===== src/rtl/palette_osd_alpha_blend_macros.svh =====
// Assertion macros shared by the palette overlay blender.
// With SYNTH defined the macros expand to nothing.
`ifndef PALETTE_OSD_ALPHA_BLEND_MACROS_SVH
`define PALETTE_OSD_ALPHA_BLEND_MACROS_SVH

`ifndef SYNTH

// Implication checked at every rising edge outside reset.
`define POSD_ASSERT_IMP(lbl, clk, rst, ante, cons) \
  lbl: assert property (@(posedge clk) disable iff (rst) (ante) |-> (cons)) \
    else $error("palette_osd_alpha_blend: implication check failed");

// Invariant checked at every rising edge outside reset.
`define POSD_ASSERT_ALW(lbl, clk, rst, expr) \
  lbl: assert property (@(posedge clk) disable iff (rst) (expr)) \
    else $error("palette_osd_alpha_blend: invariant check failed");

`else

`define POSD_ASSERT_IMP(lbl, clk, rst, ante, cons)

`define POSD_ASSERT_ALW(lbl, clk, rst, expr)

`endif

`endif


===== src/rtl/posd_pkg.sv =====
`default_nettype none

package posd_pkg;

  // Table sizes.
  localparam int PALETTE_ENTRIES = 256;
  localparam int PAL_AW          = $clog2(PALETTE_ENTRIES);
  localparam logic [8:0] PAL_LIM = 9'(PALETTE_ENTRIES);
  localparam int INVERSE_ENTRIES = 65536;
  localparam int INV_AW          = $clog2(INVERSE_ENTRIES);

  // Field widths.
  localparam int FUNC_W     = 3;
  localparam int ADDR_W     = 16;
  localparam int WORD_W     = 32;
  localparam int BYTE_W     = 8;
  localparam int RGB_W      = 24;
  localparam int CFG_IDX_W  = 1;
  localparam int CFG_DATA_W = 8;

  // One lane carries a 9-bit signed operand: a zero-extended byte or a
  // sign-extended chroma byte.
  localparam int LANE_W    = 9;
  localparam int NUM_LANES = 3;

  // Result queue. The depth must be a power of two.
  localparam int FIFO_DEPTH = 8;
  localparam int FIFO_AW    = $clog2(FIFO_DEPTH);
  localparam int LVL_W      = $clog2(FIFO_DEPTH + 1);

  typedef enum logic [FUNC_W-1:0] {
    FUNC_BLEND    = 3'd0,
    FUNC_WR_ARGB  = 3'd1,
    FUNC_WR_AYUV  = 3'd2,
    FUNC_WR_MAP   = 3'd3,
    FUNC_WR_FRAME = 3'd4,
    FUNC_WR_INV   = 3'd5
  } func_t;

  typedef enum logic [1:0] {
    MODE_ARGB   = 2'd0,
    MODE_LUMA   = 2'd1,
    MODE_CHROMA = 2'd2,
    MODE_INDEX  = 2'd3
  } mode_t;

  typedef enum logic [CFG_IDX_W-1:0] {
    CFG_BLEND_MODE  = 1'b0,
    CFG_CHROMA_BIAS = 1'b1
  } cfg_idx_t;

  // Alpha class of the overlay entry.
  typedef enum logic [1:0] {
    KIND_KEEP = 2'd0,
    KIND_MIX  = 2'd1,
    KIND_FULL = 2'd2
  } kind_t;

  typedef struct packed {
    logic [WORD_W-1:0] pixel;
    logic [BYTE_W-1:0] v;
  } rsp_t;

  typedef struct packed {
    logic             empty;
    logic             full;
    logic [LVL_W-1:0] level;
  } fifo_stat_t;

endpackage

`default_nettype wire


===== src/rtl/posd_fifo.sv =====
`default_nettype none

// Small result queue that parts the blend pipeline from the result channel.
module posd_fifo
  import posd_pkg::*;
(
  input  logic       clk,
  input  logic       rst,
  input  logic       push,
  input  rsp_t       push_data,
  input  logic       pop,
  output rsp_t       head,
  output fifo_stat_t stat
);

  rsp_t               mem [FIFO_DEPTH];
  logic [FIFO_AW-1:0] wr_ptr;
  logic [FIFO_AW-1:0] rd_ptr;
  logic [LVL_W-1:0]   level;

  always_ff @(posedge clk) begin
    if (push) begin
      mem[wr_ptr] <= push_data;
    end
  end

  always_ff @(posedge clk) begin
    if (rst) begin
      wr_ptr <= '0;
      rd_ptr <= '0;
      level  <= '0;
    end else begin
      if (push) begin
        wr_ptr <= wr_ptr + FIFO_AW'(1);
      end
      if (pop) begin
        rd_ptr <= rd_ptr + FIFO_AW'(1);
      end
      level <= level + LVL_W'(push) - LVL_W'(pop);
    end
  end

  assign head       = mem[rd_ptr];
  assign stat.empty = (level == '0);
  assign stat.full  = (level == LVL_W'(FIFO_DEPTH));
  assign stat.level = level;

endmodule

`default_nettype wire


===== config.mk =====
export PLATFORM = sky130hd
export DESIGN_NAME = posd_fifo
export DESIGN_NICKNAME = d
export VERILOG_FILES = /design/src/rtl/palette_osd_alpha_blend_macros.svh /design/src/rtl/posd_pkg.sv /design/src/rtl/posd_fifo.sv
export SDC_FILE = /design/constraint.sdc
export NUM_CORES = 1
export LEC_CHECK = 0
export BUFFER_PORTS_ARGS = -buffer_cell sky130_fd_sc_hd__buf_2
export CAP_MARGIN = 20
export CORE_MARGIN = 5
export CORE_UTILIZATION = 37
export CTS_CLUSTER_DIAMETER = 100
export CTS_CLUSTER_SIZE = 30
export DETAILED_ROUTE_END_ITERATION = 8
export HOLD_SLACK_MARGIN = 0.06
export SYNTH_ARGS = -nofsm -noshare
export SYNTH_HDL_FRONTEND = slang
export SYNTH_SLANG_ARGS = --single-unit

===== constraint.sdc =====
create_clock -name clk -period 12.1 [get_ports clk]
set_input_delay 1.815 -clock clk [delete_from_list [all_inputs] [get_ports clk]]
set_output_delay 1.815 -clock clk [all_outputs]
set_load 0.03 [all_outputs]

=== After elaboration in Yosys (flattened, before gate mapping) ===
Memories as Yosys holds them, arrays and structs flattened. A register that Yosys moved wholly into a read port is not among the register bits.
Index checks and enable logic that the tools add are counted.

* Add/sub/neg operators: 4
* $mul: 0
* Div/mod/pow operators: 0
* Order comparisons: 0
* Eq/ne operators: 1
* Shift operators: 0
* Multiplexer cells: 4
* Bitwise operators: 0
* Reduce and logical (&&, ||, !) cells: 1

{| class="wikitable"
|+ Operators with widths
! operator !! count
|-
| $add 3x1->3 const B || 2
|-
| $mux 3 || 2
|-
| $add 4x1->4 || 1
|-
| $eq 4x4->1 const B || 1
|-
| $logic_not 4->1 || 1
|-
| $sub 4x1->4 || 1
|-
| $mux 1 || 2
|}

* Bits in registers: 10
* Latch bits: 0
* Bits in writable memories: 320
* ROM bits: 0
* Bits of input ports: 44
* Memories kept: 1

{| class="wikitable"
|+ Memories
! memory !! depth !! bits a word !! read ports !! clocked after memory_dff !! write ports !! RTL line !! text
|-
| mem || 8 || 40 || 1 || 1 || 1 || posd_fifo.sv:16 || <nowiki>rsp_t mem [FIFO_DEPTH];</nowiki>
|}

=== Logic depth before layout (Yosys ltp) ===
Gate-level depths: netlist of the first run.

* Depth after elaboration: 3
* Gate-level depth with buffers: 8
* Mapped depth without buffers: 8

=== Worst setup path before layout of the first run ===
Ideal clock, no wire load.

* Kind: input port to flip-flop
* Start point: in push
* End point: mem mem[0][0] in the netlist's numbering, enable pin
* Setup time: 487 ps
* Data arrival time: 4651 ps
* Required time: 11613 ps
* Path slack: 6962 ps
* Cell stages on the path: 2
* Cells stage by stage: nand2b_1 nor3_1

* Word-level cells in the longest chain between the ends: 2

{| class="wikitable"
|+ Ends and longest elaborated chain
! item !! RTL line !! text
|-
| start, declared || posd_fifo.sv:9 || <nowiki>input logic push,</nowiki>
|-
| $mux 1 || posd_fifo.sv:22 || <nowiki>if (push) begin</nowiki>
|-
| $mux 1 (not written as such) || posd_fifo.sv:23 || <nowiki>mem[wr_ptr] <= push_data;</nowiki>
|-
| end, declared || posd_fifo.sv:16 ||
|}

Every way passes these cells.

==> impl_metrics.tcl, run 1 <==
set metrics [dict create \
    outcome "completed" \
    wl_microns 25500 \
    worst_pin_slew_ns 1.07 \
    reg2reg_from "wr_ptr[0]" \
    fmax_ghz 0.201 \
    design.die.area_sq_um 38800 \
    p_total_w 0.00215 \
    netlist_area_sq_um 12900 \
    placed_cell_area_sq_um 14000 \
    tns_ns 0 \
    min_period_over_period_pct 41.1 \
    p_per_area_nw_per_um2 149 \
    drv_cap 0 \
    die_h_microns 197 \
    io-pin-count 90 \
    min_from "rd_ptr[2]" \
    cts_max_level 1 \
    core-area_sq_um 34500 \
    setup_violations 0 \
    layout_setup_ws_ns 7.13 \
    routed_via_density 5.15 \
    die_w_microns 197 \
    ys_warn_count 0 \
    clock_sinks 333 \
    clk_pin_slew_worst_paths_ns 0.11 \
    r2r_end "mem[3][27]" \
    grt_pass1_wl_microns 37900 \
    grt_pass1_vias 5996 \
    final_antenna_net_count 0 \
    numCtsBuffers 15 \
    postCtsSetupRepairBufs 0 \
    grt_use_total_pct 12.9 \
    hpwl_microns 14700 \
    synth_nets 585 \
    rsz0062_at_grt "no" \
    worstPathArrival_ns 3.16 \
    hold_path_class "reg2reg" \
    crit_type "reg2out" \
    syn-instance-count 532 \
    holdPathStages 2 \
    layout_commonest_cell "edfxtp_1" \
    internal_power_w 0.00164 \
    initial_core_util_pct 37.5 \
    power_leakage_nw 4.66 \
    wl_per_cell_microns 23.3 \
    gr-total-overflow 0 \
    place_ws_ns 7.61 \
    drive_gt1_share_pct 27.2 \
    port_buffers 89 \
    finClkSkew_ns 0.0154 \
    gp_congestion 0.701 \
    slew_violations 0 \
    p_clk_share_pct 26.6 \
    ys_seq_elements 333 \
    irDropWorstVdd_mv 0.111 \
    final_cell_mix "edfxtp_1 (320), buf_2 (89), mux4_1 (80)" \
    seq_area_frac_synth_pct 76.3 \
    dr.pass1.iters 4 \
    antenna_found_initial 4 \
    nNetsFinal 681 \
    yosysUniqueCellTypes 21 \
    rr_worst_depth 3 \
    dp_cells 1066 \
    p_comb_share_pct 12.3 \
    fin_area_sq_um 14400 \
    root_buffer "clkbuf_16" \
    critPathCaptureType "output pin" \
    syn_area_per_cell_sq_um 24.3 \
    startpoint_type "register" \
    placementRows 68 \
    crit_required_ns 10.28 \
    ctsResizeCount 0 \
    grt_max_degree 81 \
    path_max_fanout 52 \
    clockBufferDepth 3 \
    cts_hold_buf 0 \
    p_seq_share_pct 61.0 \
    switching_power_w 0.000512 \
    insertion_delay_ns 0.50 \
    cts_tree "built" \
    hold_viol_final 0 \
    drc 0 \
    slew_headroom_pct 28.4 \
    syn_to_final_growth_pct 11.3 \
    fin_cells 1095 \
    dr.first_iter.drc_count 375 \
    period_minus_slack_ns 4.97 \
    yosysTopAreaCell "edfxtp_1" \
    synth.area.top_cells "edfxtp_1 (74%), mux4_1 (16%), mux2_2 (3.5%)" \
    synth_top_area_share_pct 74.3 \
    vias 5638 \
    ff2ff_setup_slack_ns 9.83 \
    p_sw_share_pct 23.8 \
]
[synth_stat cells, drive strengths merged]
master and number:
a21oi 2, a31o 1, and3 2, buf 9, clkbuf 14, dfxtp 13, edfxtp 320, fa 1
ha 8, inv 7, mux2 40, mux2i 2, mux4 80, nand2 4, nand2b 4, nand3 1
nor2 16, nor2b 1, nor3 2, xnor2 2, xor2 3
[flip-flops by register name, indices dropped and copies added (netlist names), named ones only]
register,count
mem,320
level,4
wr_ptr,3
rd_ptr,3
[metal layers]
layer	part of all wire (%)	GRT usage, %
met4	1.2	2.18
met5	0.13	0
met1	44	18.1
met3	5.4	2.46
met2	49	21.7
[logic make-up after synthesis]
| kind of cell | Yosys count | synth area share (%) |
|---|---|---|
| flops | 333 | 76.3 |
| mux | 122 | 19.9 |
| buf+inv | 30 | 1.39 |
| simple gates | 30 | 1.03 |
| fa+ha+maj | 9 | 0.928 |
| xor+xnor | 5 | 0.339 |
| compound gates | 3 | 0.145 |
[critical path, stage by stage, from the launching register on]
cell,delay [ns]
dfxtp_4,0.67
buf_4,0.75
mux4_1,0.65
mux2_2,0.31
buf_2,0.19
[power groups by stage]
stage / combinational, W / clock (W) / sequential (W)
detailed placement: 0.000270 / 0 / 0.00134
global route: 0.000286 / 0.000636 / 0.00132
floorplan: 0.000178 / 0 / 0.00134
global placement: 0.000260 / 0 / 0.00134
CTS: 0.000271 / 0.000592 / 0.00131
finish: 0.000265 / 0.000573 / 0.00131
[layout make-up]
| cell class | instances | area [sq um] |
|---|---|---|
| multi-input cells | 169 | 2940 |
| fillers | 2994 | 20100 |
| repair buffers | 102 | 547 |
| clock buffers | 21 | 398 |
| well taps | 455 | 569 |
| flip-flops and latches | 333 | 9880 |
| clock inverters | 4 | 33.8 |
| diodes | 4 | 10.0 |
| inverters | 7 | 26.3 |
[metrics by stage]
stage,hold WS (ns),util [%]
final,0.554,41.7
after floorplan,0.485,-
after detailed placement,0.535,40.4
after CTS,0.557,41.7
after global placement,0.501,40.4
after global routing,0.590,41.7
[worst max path at each step]
stage	endpoint	slack, ns
after CTS	head[36]	7.06
after global placement	head[37]	7.66
after detailed placement	head[36]	7.61
after floorplan	mem[0][0]	6.96
after global routing	head[37]	6.96
final	head[36]	7.13
(Power assumes the default switching activity.)
==> run 2: changes to the inputs <==
--- a/config.mk
+++ b/config.mk
@@ -5,6 +5,7 @@
 export SDC_FILE = /design/constraint.sdc
 export NUM_CORES = 1
 export LEC_CHECK = 0
+export ABC_AREA = 1
 export BUFFER_PORTS_ARGS = -buffer_cell sky130_fd_sc_hd__buf_2
 export CAP_MARGIN = 20
 export CORE_MARGIN = 5
==> constraint.sdc (replaced) <==
create_clock -name clk -period 4.8 [get_ports clk]
set_input_delay 0.72 -clock clk [delete_from_list [all_inputs] [get_ports clk]]
set_output_delay 0.72 -clock clk [all_outputs]
set_load 0.03 [all_outputs]
==> impl_metrics.tcl, run 2 <==
set metrics [dict create \
    drv_cap 0 \
    ctsResizeCount 0 \
    io-pin-count 90 \
    grt_max_degree 91 \
    cp_slowest_cell "buf_4" \
    yosysUniqueCellTypes 23 \
    setup_violations 0 \
    gp_congestion 0.736 \
    final_core_util_pct 40.7 \
    irDropWorstVdd_mv 0.243 \
    cpMostUsedCell "nand2_1" \
    final_cell_mix "nand2_1 (451), inv_1 (334), edfxtp_1 (320)" \
    postCtsSetupRepairBufs 0 \
    cts_tree "built" \
    synth.most_common_cell "nand2_1" \
    worstPathArrival_ns 3.25 \
    layout_commonest_cell "nand2_1" \
    period_minus_slack_ns 3.97 \
    clock_sinks 333 \
    place_ws_ns 1.35 \
    die_w_microns 216 \
    ys_seq_elements 333 \
    grt_use_total_pct 14.1 \
    design.die.area_sq_um 46600 \
    vias 9224 \
    hold_viol_final 0 \
    die_h_microns 216 \
    crit_type "reg2out" \
    root_buffer "clkbuf_16" \
    ys_async_sr_fraction_pct 0 \
    clk_pin_slew_worst_paths_ns 0.11 \
    core-area_sq_um 41900 \
    finClkSkew_ns 0.0254 \
    synth.area.top_cells "edfxtp_1 (61%), nand2_1 (11%), inv_1 (8.0%)" \
    path_cells "buf_4 > buf_4 > nand2_1 > nand3_2 > nand2_1 > nand2_1 > nand2_1 > buf_2" \
    drive_gt1_share_pct 19.7 \
    insertion_delay_ns 0.52 \
    layout_setup_ws_ns 0.834 \
    outcome "completed" \
    synth_nets 1517 \
    fmax_ghz 0.252 \
    numCtsBuffers 15 \
    worst-path-buf-inv 3 \
    grt_pass1_wl_microns 52000 \
    synth-edff-count 320 \
    dr.first_iter.drc_count 551 \
    slowest_delay_ns 0.77 \
    yosysTopAreaCell "edfxtp_1" \
    synth_common_cells "nand2_1 (451), inv_1 (335), edfxtp_1 (320)" \
    hold_path_class "in2reg" \
    netlist_area_sq_um 15700 \
    synth_top_area_share_pct 61.3 \
    wl_microns 33200 \
    reg.largest.list "mem x320, level x4" \
    syn_area_per_cell_sq_um 10.7 \
    crit_required_ns 4.08 \
    holdWs_ns 0.448 \
    drc 0 \
    p_per_area_nw_per_um2 338 \
    dr.pass1.iters 4 \
    critPathCaptureType "output pin" \
    power_leakage_nw 7.74 \
    initial_core_util_pct 37.4 \
    wl_per_cell_microns 16.0 \
    cts_hold_buf 0 \
    placementRows 75 \
    clockBufferDepth 3 \
    slew_headroom_pct 29.6 \
    top_register "mem" \
    path_max_fanout 74 \
    syn-instance-count 1464 \
    rsz0062_at_grt "no" \
    worst_pin_slew_ns 1.05 \
    routed_via_density 4.44 \
    largest_register_ffs 320 \
    seq_area_frac_synth_pct 63.0 \
    synthFlopType "edfxtp_1" \
    final_antenna_net_count 0 \
    antenna_found_initial 5 \
    gr-total-overflow 0 \
    nNetsFinal 1584 \
    ys_warn_count 0 \
    crit_family "buffers and inverters" \
    grt_pass1_vias 9015 \
    startpoint_type "register" \
    hpwl_microns 18700 \
    slew_violations 0 \
    syn_to_final_growth_pct 8.82 \
    port_buffers 89 \
    tns_ns 0 \
    min_period_over_period_pct 82.6 \
    cts_max_level 1 \
]
[run 2: layout make-up]
| cell class | instances | area (sq um) |
|---|---|---|
| clock inverters | 3 | 47.5 |
| inverters | 337 | 1270 |
| diodes | 3 | 7.51 |
| well taps | 539 | 674 |
| fillers | 3914 | 24900 |
| multi-input cells | 733 | 4140 |
| flip-flops and latches | 333 | 9880 |
| repair buffers | 111 | 643 |
| clock buffers | 19 | 390 |
[run 2: metrics by stage]
stage	instance area [sq um]	cells	power, W
final	17100	2078	0.00576
after CTS	17000	2074	0.00583
after floorplan	15700	1464	0.00409
after global routing	17000	2076	0.00604
after global placement	16600	2052	0.00433
after detailed placement	16600	2052	0.00435
[run 2: kinds of logic (layout without fill, tap and decap cells)]
kind of cell / after synthesis / count (layout) / synth area share, %
AOI/OAI and AO/OA: 9 / 9 / 0.287
adders and majority gates: 9 / 9 / 0.767
DFF: 333 / 333 / 63.0
buffers and inverters: 398 / 470 / 11.0
xor gates and xnor gates: 2 / 2 / 0.112
and+or+nand+nor: 713 / 713 / 24.8
other: 0 / 3 / 0
[run 2: metal layers]
metal	wire length (microns)	up-vias	GRT usage, %
li1	-	4651	-
met1	15300	4388	19.2
met2	15900	139	24.1
met3	1470	42	2.31
met4	564	4	3.11
met5	34	-	0
[run 2: worst paths after layout]
kind,start,slack (ns),end,cells past startpoint
min reg2reg,wr_ptr[0],0.51,wr_ptr[0],2
min,rst,0.45,wr_ptr[0],2
max,register,0.83,head[11],8
max reg2reg,wr_ptr[0],2.52,mem[5][25],3
[run 2: power by group]
| part | switching [W] | leakage [nW] | total, W | internal, W |
|---|---|---|---|---|
| logic | 0.000682 | 4.52 | 0.000967 | 0.000285 |
| clock network | 0.000882 | 0.210 | 0.00148 | 0.000602 |
| registers | 0.0000449 | 3.02 | 0.00330 | 0.00326 |
