`src/rtl/palette_osd_alpha_blend_macros.svh`:
```
// Assertion macros shared by the palette overlay blender.
// With SYNTH defined the macros expand to nothing.
`ifndef PALETTE_OSD_ALPHA_BLEND_MACROS_SVH
`define PALETTE_OSD_ALPHA_BLEND_MACROS_SVH

`ifndef SYNTH

// Implication checked at every rising edge outside reset.
`define POSD_ASSERT_IMP(lbl, clk, rst, ante, cons) \
  lbl: assert property (@(posedge clk) disable iff (rst) (ante) |-> (cons)) \
    else $error("palette_osd_alpha_blend: implication check failed");

// Invariant checked at every rising edge outside reset.
`define POSD_ASSERT_ALW(lbl, clk, rst, expr) \
  lbl: assert property (@(posedge clk) disable iff (rst) (expr)) \
    else $error("palette_osd_alpha_blend: invariant check failed");

`else

`define POSD_ASSERT_IMP(lbl, clk, rst, ante, cons)

`define POSD_ASSERT_ALW(lbl, clk, rst, expr)

`endif

`endif

```
`src/rtl/posd_pkg.sv`:
```
`default_nettype none

package posd_pkg;

  // Table sizes.
  localparam int PALETTE_ENTRIES = 256;
  localparam int PAL_AW          = $clog2(PALETTE_ENTRIES);
  localparam logic [8:0] PAL_LIM = 9'(PALETTE_ENTRIES);
  localparam int INVERSE_ENTRIES = 65536;
  localparam int INV_AW          = $clog2(INVERSE_ENTRIES);

  // Field widths.
  localparam int FUNC_W     = 3;
  localparam int ADDR_W     = 16;
  localparam int WORD_W     = 32;
  localparam int BYTE_W     = 8;
  localparam int RGB_W      = 24;
  localparam int CFG_IDX_W  = 1;
  localparam int CFG_DATA_W = 8;

  // One lane carries a 9-bit signed operand: a zero-extended byte or a
  // sign-extended chroma byte.
  localparam int LANE_W    = 9;
  localparam int NUM_LANES = 3;

  // Result queue. The depth must be a power of two.
  localparam int FIFO_DEPTH = 8;
  localparam int FIFO_AW    = $clog2(FIFO_DEPTH);
  localparam int LVL_W      = $clog2(FIFO_DEPTH + 1);

  typedef enum logic [FUNC_W-1:0] {
    FUNC_BLEND    = 3'd0,
    FUNC_WR_ARGB  = 3'd1,
    FUNC_WR_AYUV  = 3'd2,
    FUNC_WR_MAP   = 3'd3,
    FUNC_WR_FRAME = 3'd4,
    FUNC_WR_INV   = 3'd5
  } func_t;

  typedef enum logic [1:0] {
    MODE_ARGB   = 2'd0,
    MODE_LUMA   = 2'd1,
    MODE_CHROMA = 2'd2,
    MODE_INDEX  = 2'd3
  } mode_t;

  typedef enum logic [CFG_IDX_W-1:0] {
    CFG_BLEND_MODE  = 1'b0,
    CFG_CHROMA_BIAS = 1'b1
  } cfg_idx_t;

  // Alpha class of the overlay entry.
  typedef enum logic [1:0] {
    KIND_KEEP = 2'd0,
    KIND_MIX  = 2'd1,
    KIND_FULL = 2'd2
  } kind_t;

  typedef struct packed {
    logic [WORD_W-1:0] pixel;
    logic [BYTE_W-1:0] v;
  } rsp_t;

  typedef struct packed {
    logic             empty;
    logic             full;
    logic [LVL_W-1:0] level;
  } fifo_stat_t;

endpackage

`default_nettype wire

```
`src/rtl/posd_lane.sv`:
```
`default_nettype none

// One color channel of the over operator: (s*a + d*(255-a)) / 255 with the
// quotient truncated toward zero. Four register stages.
module posd_lane
  import posd_pkg::*;
(
  input  logic                     clk,
  input  logic signed [LANE_W-1:0] s,
  input  logic signed [LANE_W-1:0] d,
  input  logic        [BYTE_W-1:0] a,
  output logic        [BYTE_W-1:0] m
);

  logic signed [LANE_W-1:0] s_r;
  logic signed [LANE_W-1:0] d_r;
  logic        [BYTE_W-1:0] a_r;

  logic signed [LANE_W:0]   diff;
  logic signed [17:0]       d_ext;
  logic signed [17:0]       d255;
  logic signed [17:0]       prod;
  logic signed [17:0]       sum_c;
  logic signed [17:0]       sum_r;

  logic                     neg_c;
  logic signed [17:0]       mag_full;
  logic        [15:0]       mag_c;
  logic        [15:0]       approx;
  logic        [15:0]       mag_r;
  logic        [7:0]        q0_r;
  logic                     neg_r;

  logic        [15:0]       q0x255;
  logic        [15:0]       rem;
  logic        [8:0]        q;
  logic        [8:0]        mres;

  always_ff @(posedge clk) begin
    s_r <= s;
    d_r <= d;
    a_r <= a;
  end

  // The sum is rewritten as d*255 + (s-d)*a so that one multiplier serves.
  always_comb begin
    diff  = {s_r[LANE_W-1], s_r} - {d_r[LANE_W-1], d_r};
    d_ext = {{(18 - LANE_W){d_r[LANE_W-1]}}, d_r};
    d255  = (d_ext <<< 8) - d_ext;
    prod  = diff * $signed({1'b0, a_r});
    sum_c = prod + d255;
  end

  always_ff @(posedge clk) begin
    sum_r <= sum_c;
  end

  // Quotient estimate (x + x/256) / 256 is low by at most one.
  always_comb begin
    neg_c    = sum_r[17];
    mag_full = neg_c ? (18'sd0 - sum_r) : sum_r;
    mag_c    = mag_full[15:0];
    approx   = mag_c + {8'd0, mag_c[15:8]};
  end

  always_ff @(posedge clk) begin
    mag_r <= mag_c;
    q0_r  <= approx[15:8];
    neg_r <= neg_c;
  end

  always_comb begin
    q0x255 = {q0_r, 8'd0} - {8'd0, q0_r};
    rem    = mag_r - q0x255;
    q      = {1'b0, q0_r} + 9'(rem >= 16'd255);
    mres   = neg_r ? (9'd0 - q) : q;
  end

  always_ff @(posedge clk) begin
    m <= mres[BYTE_W-1:0];
  end

endmodule

`default_nettype wire

```
`config.mk`:
```
export PLATFORM = sky130hd
export DESIGN_NAME = posd_lane
export DESIGN_NICKNAME = d
export VERILOG_FILES = /design/src/rtl/palette_osd_alpha_blend_macros.svh /design/src/rtl/posd_pkg.sv /design/src/rtl/posd_lane.sv
export SDC_FILE = /design/constraint.sdc
export NUM_CORES = 1
export LEC_CHECK = 0
export ABC_AREA = 1
export BUFFER_PORTS_ARGS = -buffer_cell sky130_fd_sc_hd__buf_2
export CAP_MARGIN = 10
export CORE_ASPECT_RATIO = 0.6
export CORE_UTILIZATION = 50
export DETAILED_ROUTE_END_ITERATION = 10
export PLACE_DENSITY = 0.69
export SLEW_MARGIN = 20
export SYNTH_ARGS = -nofsm -noshare
export SYNTH_HDL_FRONTEND = slang
export SYNTH_SLANG_ARGS = --single-unit
```
`constraint.sdc`:
```
create_clock -name clk -period 6.05 [get_ports clk]
set_clock_uncertainty 0.05 [all_clocks]
set_input_delay 0.3025 -clock clk [delete_from_list [all_inputs] [get_ports clk]]
set_output_delay 0.3025 -clock clk [all_outputs]
set_load 0.02 [all_outputs]
```
# --- Word level (Yosys, flattened, before mapping) ---
# Index checks and enable logic that the tools add are counted.
word_totals:
  register_bits: 77
  input_bits: 27
  out_inout_bits: 8
  word_cells: 21
op_classes:
  n_addsub: 9
  multipliers: 1
  n_lt_le_gt_ge: 1
  muxes: 2
op_table:
  columns: ["operator", "count"]
  rows:
  - ["$add A18 B18 Y18", 1]
  - ["$mul A10 B9 Y18", 1]
  - ["$sub A17 B9 Y18", 1]
  - ["$add A16 B8 Y16", 1]
  - ["$ge A16 B8 Y1 const B", 1]
  - ["$mux W16", 1]
  - ["$sub A1 B16 Y16 const A", 1]
  - ["$sub A16 B16 Y16", 1]
  - ["$sub A16 B8 Y16", 1]
  - ["$sub A9 B9 Y10", 1]
  - ["$add A8 B1 Y8", 1]
  - ["$mux W8", 1]
  - ["$sub A1 B8 Y8 const A", 1]

# --- Logic depth before layout (Yosys ltp) ---
# Gate-level depths: netlist of the first run.
logic_depth:
  ltp_word: 6
  depth_mapped: 32
  depth_no_buf: 32

# --- Worst setup path after synthesis of the first run ---
# OpenSTA, ideal clock, no wires.
synth_timing:
  kind: "reg2reg"
  startpoint: "reg d_r[8]"
  endpoint: "reg sum_r[17]"
  setup_ns: 0.112
  t_arrival_ns: 5.556
  required_ns: 5.888
  path_slack_ns: 0.332
  path_stages_with_launch: 28
  path_buffers: 0
  synth_period_minus_slack_ns: 5.718
  path_cell_list: "dfxtp_1 > inv_1 > ha_1 > inv_1 > nor3_2 > nand3_1 > nand4_1 > nand2_4 > nor2_1 > inv_1 > fa_1 > inv_1 > fa_1 > fa_1 > fa_1 > inv_1 > fa_1 > inv_1 > ha_1 > nand2_1 > nor4_1 > nand2_1 > nand2_1 > nand2_1 > nand2_1 > inv_1 > nand3_1 > nand2_1"
synth_via:
  elab_chain_cells: 3
  word_cells_on_any_way: 4
  cone_classes: "add/sub: 3; mul: 1"
synth_rtl:
  columns: ["item", "line", "source"]
  rows:
  - ["start: declaration", "posd_lane.sv:16", "logic signed [LANE_W-1:0] d_r;"]
  - ["start signal: assignment", "posd_lane.sv:41", "d_r <= d;"]
  - ["$sub A9 B9 Y10", "posd_lane.sv:47", "diff = {s_r[LANE_W-1], s_r} - {d_r[LANE_W-1], d_r};"]
  - ["$mul A10 B9 Y18", "posd_lane.sv:50", "prod = diff * $signed({1'b0, a_r});"]
  - ["$add A18 B18 Y18 *", "posd_lane.sv:51", "sum_c = prod + d255;"]
  - ["via sum_c[17]", "posd_lane.sv:23", "logic signed [17:0] sum_c;"]
  - ["end signal: assignment", "posd_lane.sv:55", "sum_r <= sum_c;"]
  - ["end: declaration", "posd_lane.sv:24", "logic signed [17:0] sum_r;"]
# Mark *: on every way through the listed nets, which the timed path passes. The rest lies on a longest branch.

# --- Worst setup path in the final report of the first run ---
layout_timing:
  startpoint: "reg s_r[0]"
  endpoint: "reg sum_r[11]"
layout_via:
  elab_chain_cells: 3
layout_rtl:
  columns: ["item", "line", "source"]
  rows:
  - ["start: declaration", "posd_lane.sv:15", "logic signed [LANE_W-1:0] s_r;"]
  - ["start signal: assignment", "posd_lane.sv:40", "s_r <= s;"]
  - ["$sub A9 B9 Y10", "posd_lane.sv:47", null]
  - ["$mul A10 B9 Y18", "posd_lane.sv:50", null]
  - ["$add A18 B18 Y18", "posd_lane.sv:51", null]
  - ["via sum_c[11]", "posd_lane.sv:23", null]
# The timed path passes the listed nets, and every way through them passes these cells.

==> flow_summary.ini, run 1 <==
[global_routing]
first_global_vias = 6597
grt_pass1_wl_um = 33700
grtUsageTotal = 0.261
grt_max_degree = 22
overflow = 0
antenna_found_initial = 0

[detailed_routing]
drc_errors = 0
drt_iter0_drc = 590
drt_wl_total_um = 20200
dr_total_vias = 6720
viasPerCell = 5.05
dr.pass1.iters = 5
final_antenna_net_count = 0
routedWlPerCell_um = 15.2

[timing]
final-hold-violation-count = 0
fin_crit_sh = 0.959
max_freq_mhz = 172
period_needed_ps = 5800
finalSetupViolCount = 0
worst_pin_slew_ps = 813
slew_viol_final = 0
relSlewSlack = 0.457

[placed_design]
port_buffers = 34
gp_congestion = 0.933
place_hpwl_um = 16800
dpl.cell_count = 1299

[floorplan]
initial_utilization = 0.522
die_h_um = 101
fp-row-count = 35
core_mm2 = 0.0156
io_pins = 35
die-area_mm2 = 0.0169
die_w_um = 167

[synth]
syn_inst = 1039
yosys.cell_types.count = 44
syn_nets = 1252
synth.avg_cell_area_um2 = 7.86
synth_seq_cells = 76
ys_seq_area_frac = 0.186
syn-cell-area_mm2 = 0.00816
synth_warnings = 0

[layout]
mostFrequentLayoutCells = 228 x inv_1, 193 x nand2_1, 84 x fa_1, 84 x ha_1, 72 x dfxtp_1
final_common_cell = inv_1
drive_above_1_share = 0.173
final_cells = 1332
areaGrowthSynthToFinish_pct = 16.7
antenna_cells = 0
nets = 1337

[setup_path]
path_max_fanout = 6
critPathCaptureType = register
critPathArrivalTime_ps = 6030
cpMaxStageDelayCell = fa_1
critPathLaunchType = register
cpPeakStageDelay_ps = 540
path_class = reg2reg
cpLargestDelayFamily = adder cells
worstPathRequired_ps = 6280
critPathBufInv = 6

[clock_network]
tritoncts = built
h-tree-depth = 3
cts.path.max_buffers = 2
root_buffer = clkbuf_16
cts_buffers = 9
clock_latency_ps = 350
cts_sinks = 76
clkTransAtPathRegs_ps = 70

[worst_hold_path]
hold_path.class = in2reg

[flow_run]
maxCapViolCount = 0

[status]
status = finished clean
==> layout make-up <==
type | instances | area (um2)
repair buffers | 80 | 548
inverters | 248 | 936
well taps | 203 | 254
flip-flops and latches | 76 | 1530
multi-input cells | 709 | 5980
clock buffers | 9 | 225
fillers | 1341 | 6110
clock inverters | 7 | 58.8
==> registers in the layout (all words and copies together), names as in the netlist <==
| register | count |
|---|---|
| a_r | 8 |
| d_r | 9 |
| m | 8 |
| mag_r | 16 |
| neg_r | 1 |
| q0_r | 8 |
| s_r | 9 |
| sum_r | 17 |
==> per-stage QoR <==
stage / setup WS, ps / TNS, ps / hold WS [ps] / utilization / instance area [um2]
after detailed placement: -140 / -370 / 355 / 0.562 / 8780
after CTS: 23.5 / 0 / 0.382 / 0.587 / 9180
final: 250 / 0 / 3.75 / 0.609 / 9530
after floorplan: 332 / 0 / 280 / - / 8160
after global placement: 15.5 / 0 / 355 / 0.562 / 8780
after global routing: -29.9 / -73.9 / 1.03 / 0.609 / 9530
==> worst reg2reg max path: stages, from the launching register on <==
cell and delay (ps):
dfxtp_2 340, inv_2 40, ha_4 160, fa_2 410, o21ai_2 180, or2_2 130
nand2_1 110, inv_2 160, nand2_1 90, fa_1 540, inv_1 60, fa_1 490
fa_1 490, inv_1 50, fa_1 500, fa_1 540, inv_1 40, ha_1 360
a21oi_1 200, o21a_1 120, nand2_1 70, nand2_1 70, nand2_1 60, a21oi_2 210
buf_4 140, xnor2_1 110
==> worst paths after layout <==
kind | from | to | slack (ps) | cells past startpoint
max reg2reg | s_r[0]$_DFF_P_ | sum_r[11]$_DFF_P_ | 250 | 25
min reg2reg | sum_r[0]$_DFF_P_ | mag_r[0]$_DFF_P_ | 380 | 0
max | s_r[0]$_DFF_P_ | sum_r[11]$_DFF_P_ | 250 | 25
min | s[5] | s_r[5]$_DFF_P_ | 4 | 1
==> synthesized netlist by cell type, drive strengths merged <==
cell / number / area [um2]
inv: 246 / 926
nand2: 223 / 905
ha: 97 / 1210
fa: 89 / 1780
nor2: 77 / 317
dfxtp: 76 / 1520
a21oi: 42 / 210
nand3: 42 / 235
xor2: 40 / 358
o21ai: 26 / 134
xnor2: 15 / 139
nor3: 12 / 75.1
or2: 11 / 68.8
nand4: 9 / 56.3
nand3b: 6 / 45.0
clkbuf: 5 / 18.8
o211ai: 3 / 22.5
a21boi: 2 / 15.0
a21o: 2 / 15.0
a31oi: 2 / 12.5
clkinv: 2 / 7.51
o22ai: 2 / 12.5
o31ai: 2 / 15.0
a211oi: 1 / 7.51
a221oi: 1 / 8.76
buf: 1 / 5.00
nor3b: 1 / 7.51
nor4: 1 / 6.26
o21a: 1 / 7.51
o21bai: 1 / 7.51
o311ai: 1 / 8.76
==> kinds of logic after synthesis <==
group                    after synthesis  synth area share
AO/OA/AOI/OAI                         86            0.0584
XOR/XNOR                              55            0.0609
AND/OR/NAND/NOR                      382             0.210
buffers and inverters                254             0.117
flip-flops                            76             0.186
adder cells (fa/ha/maj)              186             0.367
==> timing repair <==
action                                  4_1_cts  5_1_grt
endpoints found under the setup margin        6        8
resized for setup                             6       66
hold buffers                                 10        3
hold endpoints to repair                     10        3
cloned                                        0        0
pin swaps                                     0       31
buffers inserted                              0        4
==> per-layer routing <==
metal	global-route usage	vias to the layer above	part of all wire
li1	-	3338	-
met1	0.417	3128	0.53
met2	0.332	243	0.35
met3	0.0828	11	0.11
met4	0.0442	0	0.0072
met5	0	-	0
Power of run 1 is left out: the tool's default activity adds up to more than one toggle a clock period on the data nets, which glitch-free logic cannot reach.
==> run 2, diff against run 1 <==
Settings changed: CORE_UTILIZATION 50 to 59, CTS_BUF_LIST from default to sky130_fd_sc_hd__clkbuf_4 sky130_fd_sc_hd__clkbuf_8, CTS_CLUSTER_DIAMETER from default to 50, PLACE_DENSITY 0.69 to 0.8.
==> run 2 against run 1 <==
  * Global-route usage up 5.6 points
  * Register-to-register slack got worse by 70 ps
  * Clock-buffer cell count up 1
  * Maximum frequency is 1.2% lower
  * Routed wire length increased by 3.9%
  * Sequential share of layout area about the same
  * First-iteration DRC count up 3.7%
  * Worst setup slack got worse by 71 ps
  * Non-clock buffer count up 12
  * Design area up 0.11%
  * Core utilization up 11 points
  * Critical path type unchanged
  * Critical endpoint is now sum_r[12]$_DFF_P_
==> flow_summary.ini, run 2 (synthesis results as in run 1) <==
[worst_hold_path]
hold_path.class = reg2reg

[timing]
fin_crit_sh = 0.970
worst_slack_ps = 179
worst_pin_slew_ps = 825
final-hold-violation-count = 0
relSlewSlack = 0.449
period_needed_ps = 5870
max_freq_mhz = 170
finalSetupViolCount = 0
slew_viol_final = 0

[setup_path]
path_max_fanout = 6
path_class = reg2reg
critPathCaptureType = register
critPathLaunchType = register
r2r-end = sum_r[12]$_DFF_P_
worstPathRequired_ps = 6300
r2r_slack_ps = 180
worstRegToRegCells = 25
cp-endpoint = sum_r[12]$_DFF_P_
critPathArrivalTime_ps = 6120
crit-reg2reg-launch = s_r[0]$_DFF_P_
critPathLaunch = s_r[0]$_DFF_P_

[clock_network]
root_buffer = clkbuf_8
h-tree-depth = 3
clock_latency_ps = 370
tritoncts = built
cts_buffers = 9
cts_sinks = 76
cts.path.max_buffers = 2
clkTransAtPathRegs_ps = 90

[global_routing]
grt_pass1_wl_um = 34600
first_global_vias = 6997
antenna_found_initial = 0
grt_max_degree = 22
overflow = 0
grtUsageTotal = 0.317

[placed_design]
dp_slack_ps = -63.5
port_buffers = 34
place_hpwl_um = 16900
postPlaceCellArea_mm2 = 0.00874
gp_congestion = 0.929

[floorplan]
die-area_mm2 = 0.0143
io_pins = 35
die_w_um = 154
die_h_um = 93.1
initial_utilization = 0.620
core_mm2 = 0.0132
fp-row-count = 32

[layout]
areaGrowthSynthToFinish_pct = 16.8
nets = 1349
drive_above_1_share = 0.164
max_flop_register = sum_r
final_common_cell = inv_1
design_area_mm2 = 0.00954
antenna_cells = 0
largest_reg_flops = 17
mostFrequentLayoutCells = 231 x inv_1, 196 x nand2_1, 87 x fa_1
fin_util = 0.724
top_regs = sum_r (17), mag_r (16)

[detailed_routing]
drc_errors = 0
routedWlPerCell_um = 16.0
viasPerCell = 5.36
dr.pass1.iters = 5
final_antenna_net_count = 0
drt_wl_total_um = 21000
drt_iter0_drc = 612
dr_total_vias = 7021

[flow_run]
maxCapViolCount = 0

[status]
status = finished clean
-- run 2: cell types whose count changed in the layout (fill, tap and decap cells not counted), sizes merged --
| cell | previous run | this run |
|---|---|---|
| buf | 67 | 66 |
| clkinvlp | 1 | 2 |
| inv | 250 | 248 |
| dlygate4sd3 | 13 | 26 |
| clkbuf | 9 | 10 |
| clkinv | 4 | 3 |
| bufinv | 0 | 1 |
-- run 2: area by class of cell --
type | count | area [um2]
Fill cell | 965 | 3640
Timing Repair Buffer | 92 | 674
Inverter | 248 | 936
Tap cell | 170 | 213
Multi-Input combinational cell | 709 | 5980
Sequential cell | 76 | 1530
Clock buffer | 10 | 131
Clock inverter | 6 | 71.3
-- run 2: how the worst min path moves through the flow --
stage / from / endpoint / slack (ps) / cells past startpoint
2_1_floorplan: a[0] / a_r[0]$_DFF_P_ / 280 / 0
3_3_place_gp: a[7] / a_r[7]$_DFF_P_ / 350 / 1
3_5_place_dp: s[6] / s_r[6]$_DFF_P_ / 360 / 1
4_1_cts: sum_r[0]$_DFF_P_ / mag_r[0]$_DFF_P_ / 380 / 0
5_1_grt: sum_r[0]$_DFF_P_ / mag_r[0]$_DFF_P_ / 390 / 0
6_report: sum_r[0]$_DFF_P_ / mag_r[0]$_DFF_P_ / 390 / 0
-- run 2: per-layer routing --
layer	up-vias	global-route usage	share of wire	routed length (um)
li1	3355	-	-	-
met1	3288	0.475	0.47	9850
met2	353	0.436	0.38	7950
met3	25	0.112	0.14	3010
met4	0	0.0600	0.010	215
met5	-	0	0	0
-- run 2: through the flow --
stage	instances	hold slack, ps	setup TNS, ps
after floorplan	1039	280	0
after global placement	1266	354	0
after detailed placement	1266	356	-234
after CTS	1308	384	0
after global routing	1311	391	-299
final	1311	393	0
-- run 2: timing repair --
| item | in CTS | in global routing |
|---|---|---|
| pin swaps | 0 | 22 |
| setup buffers | 0 | 4 |
| endpoints found under the hold margin | 26 | 0 |
| hold buffers | 26 | 0 |
| setup endpoints to repair | 5 | 8 |
| resized for setup | 9 | 61 |
-- run 2: critical path, stage by stage (launching register included) --
cell and delay, ps:
dfxtp_2 340, inv_1 60, ha_4 170, fa_2 410
o21ai_4 160, nand2_1 80, nand2_1 80, nand2_1 90
nand3_1 110, nand2_2 120, inv_4 110, nand2_1 70
fa_1 480, inv_1 50, fa_1 530, fa_1 460
fa_1 550, inv_1 60, fa_1 540, inv_1 70
ha_4 260, a21oi_2 180, a21boi_1 220, o21ai_1 140
a31oi_1 240, xnor2_1 140
Power of run 2 is left out for the same reason.
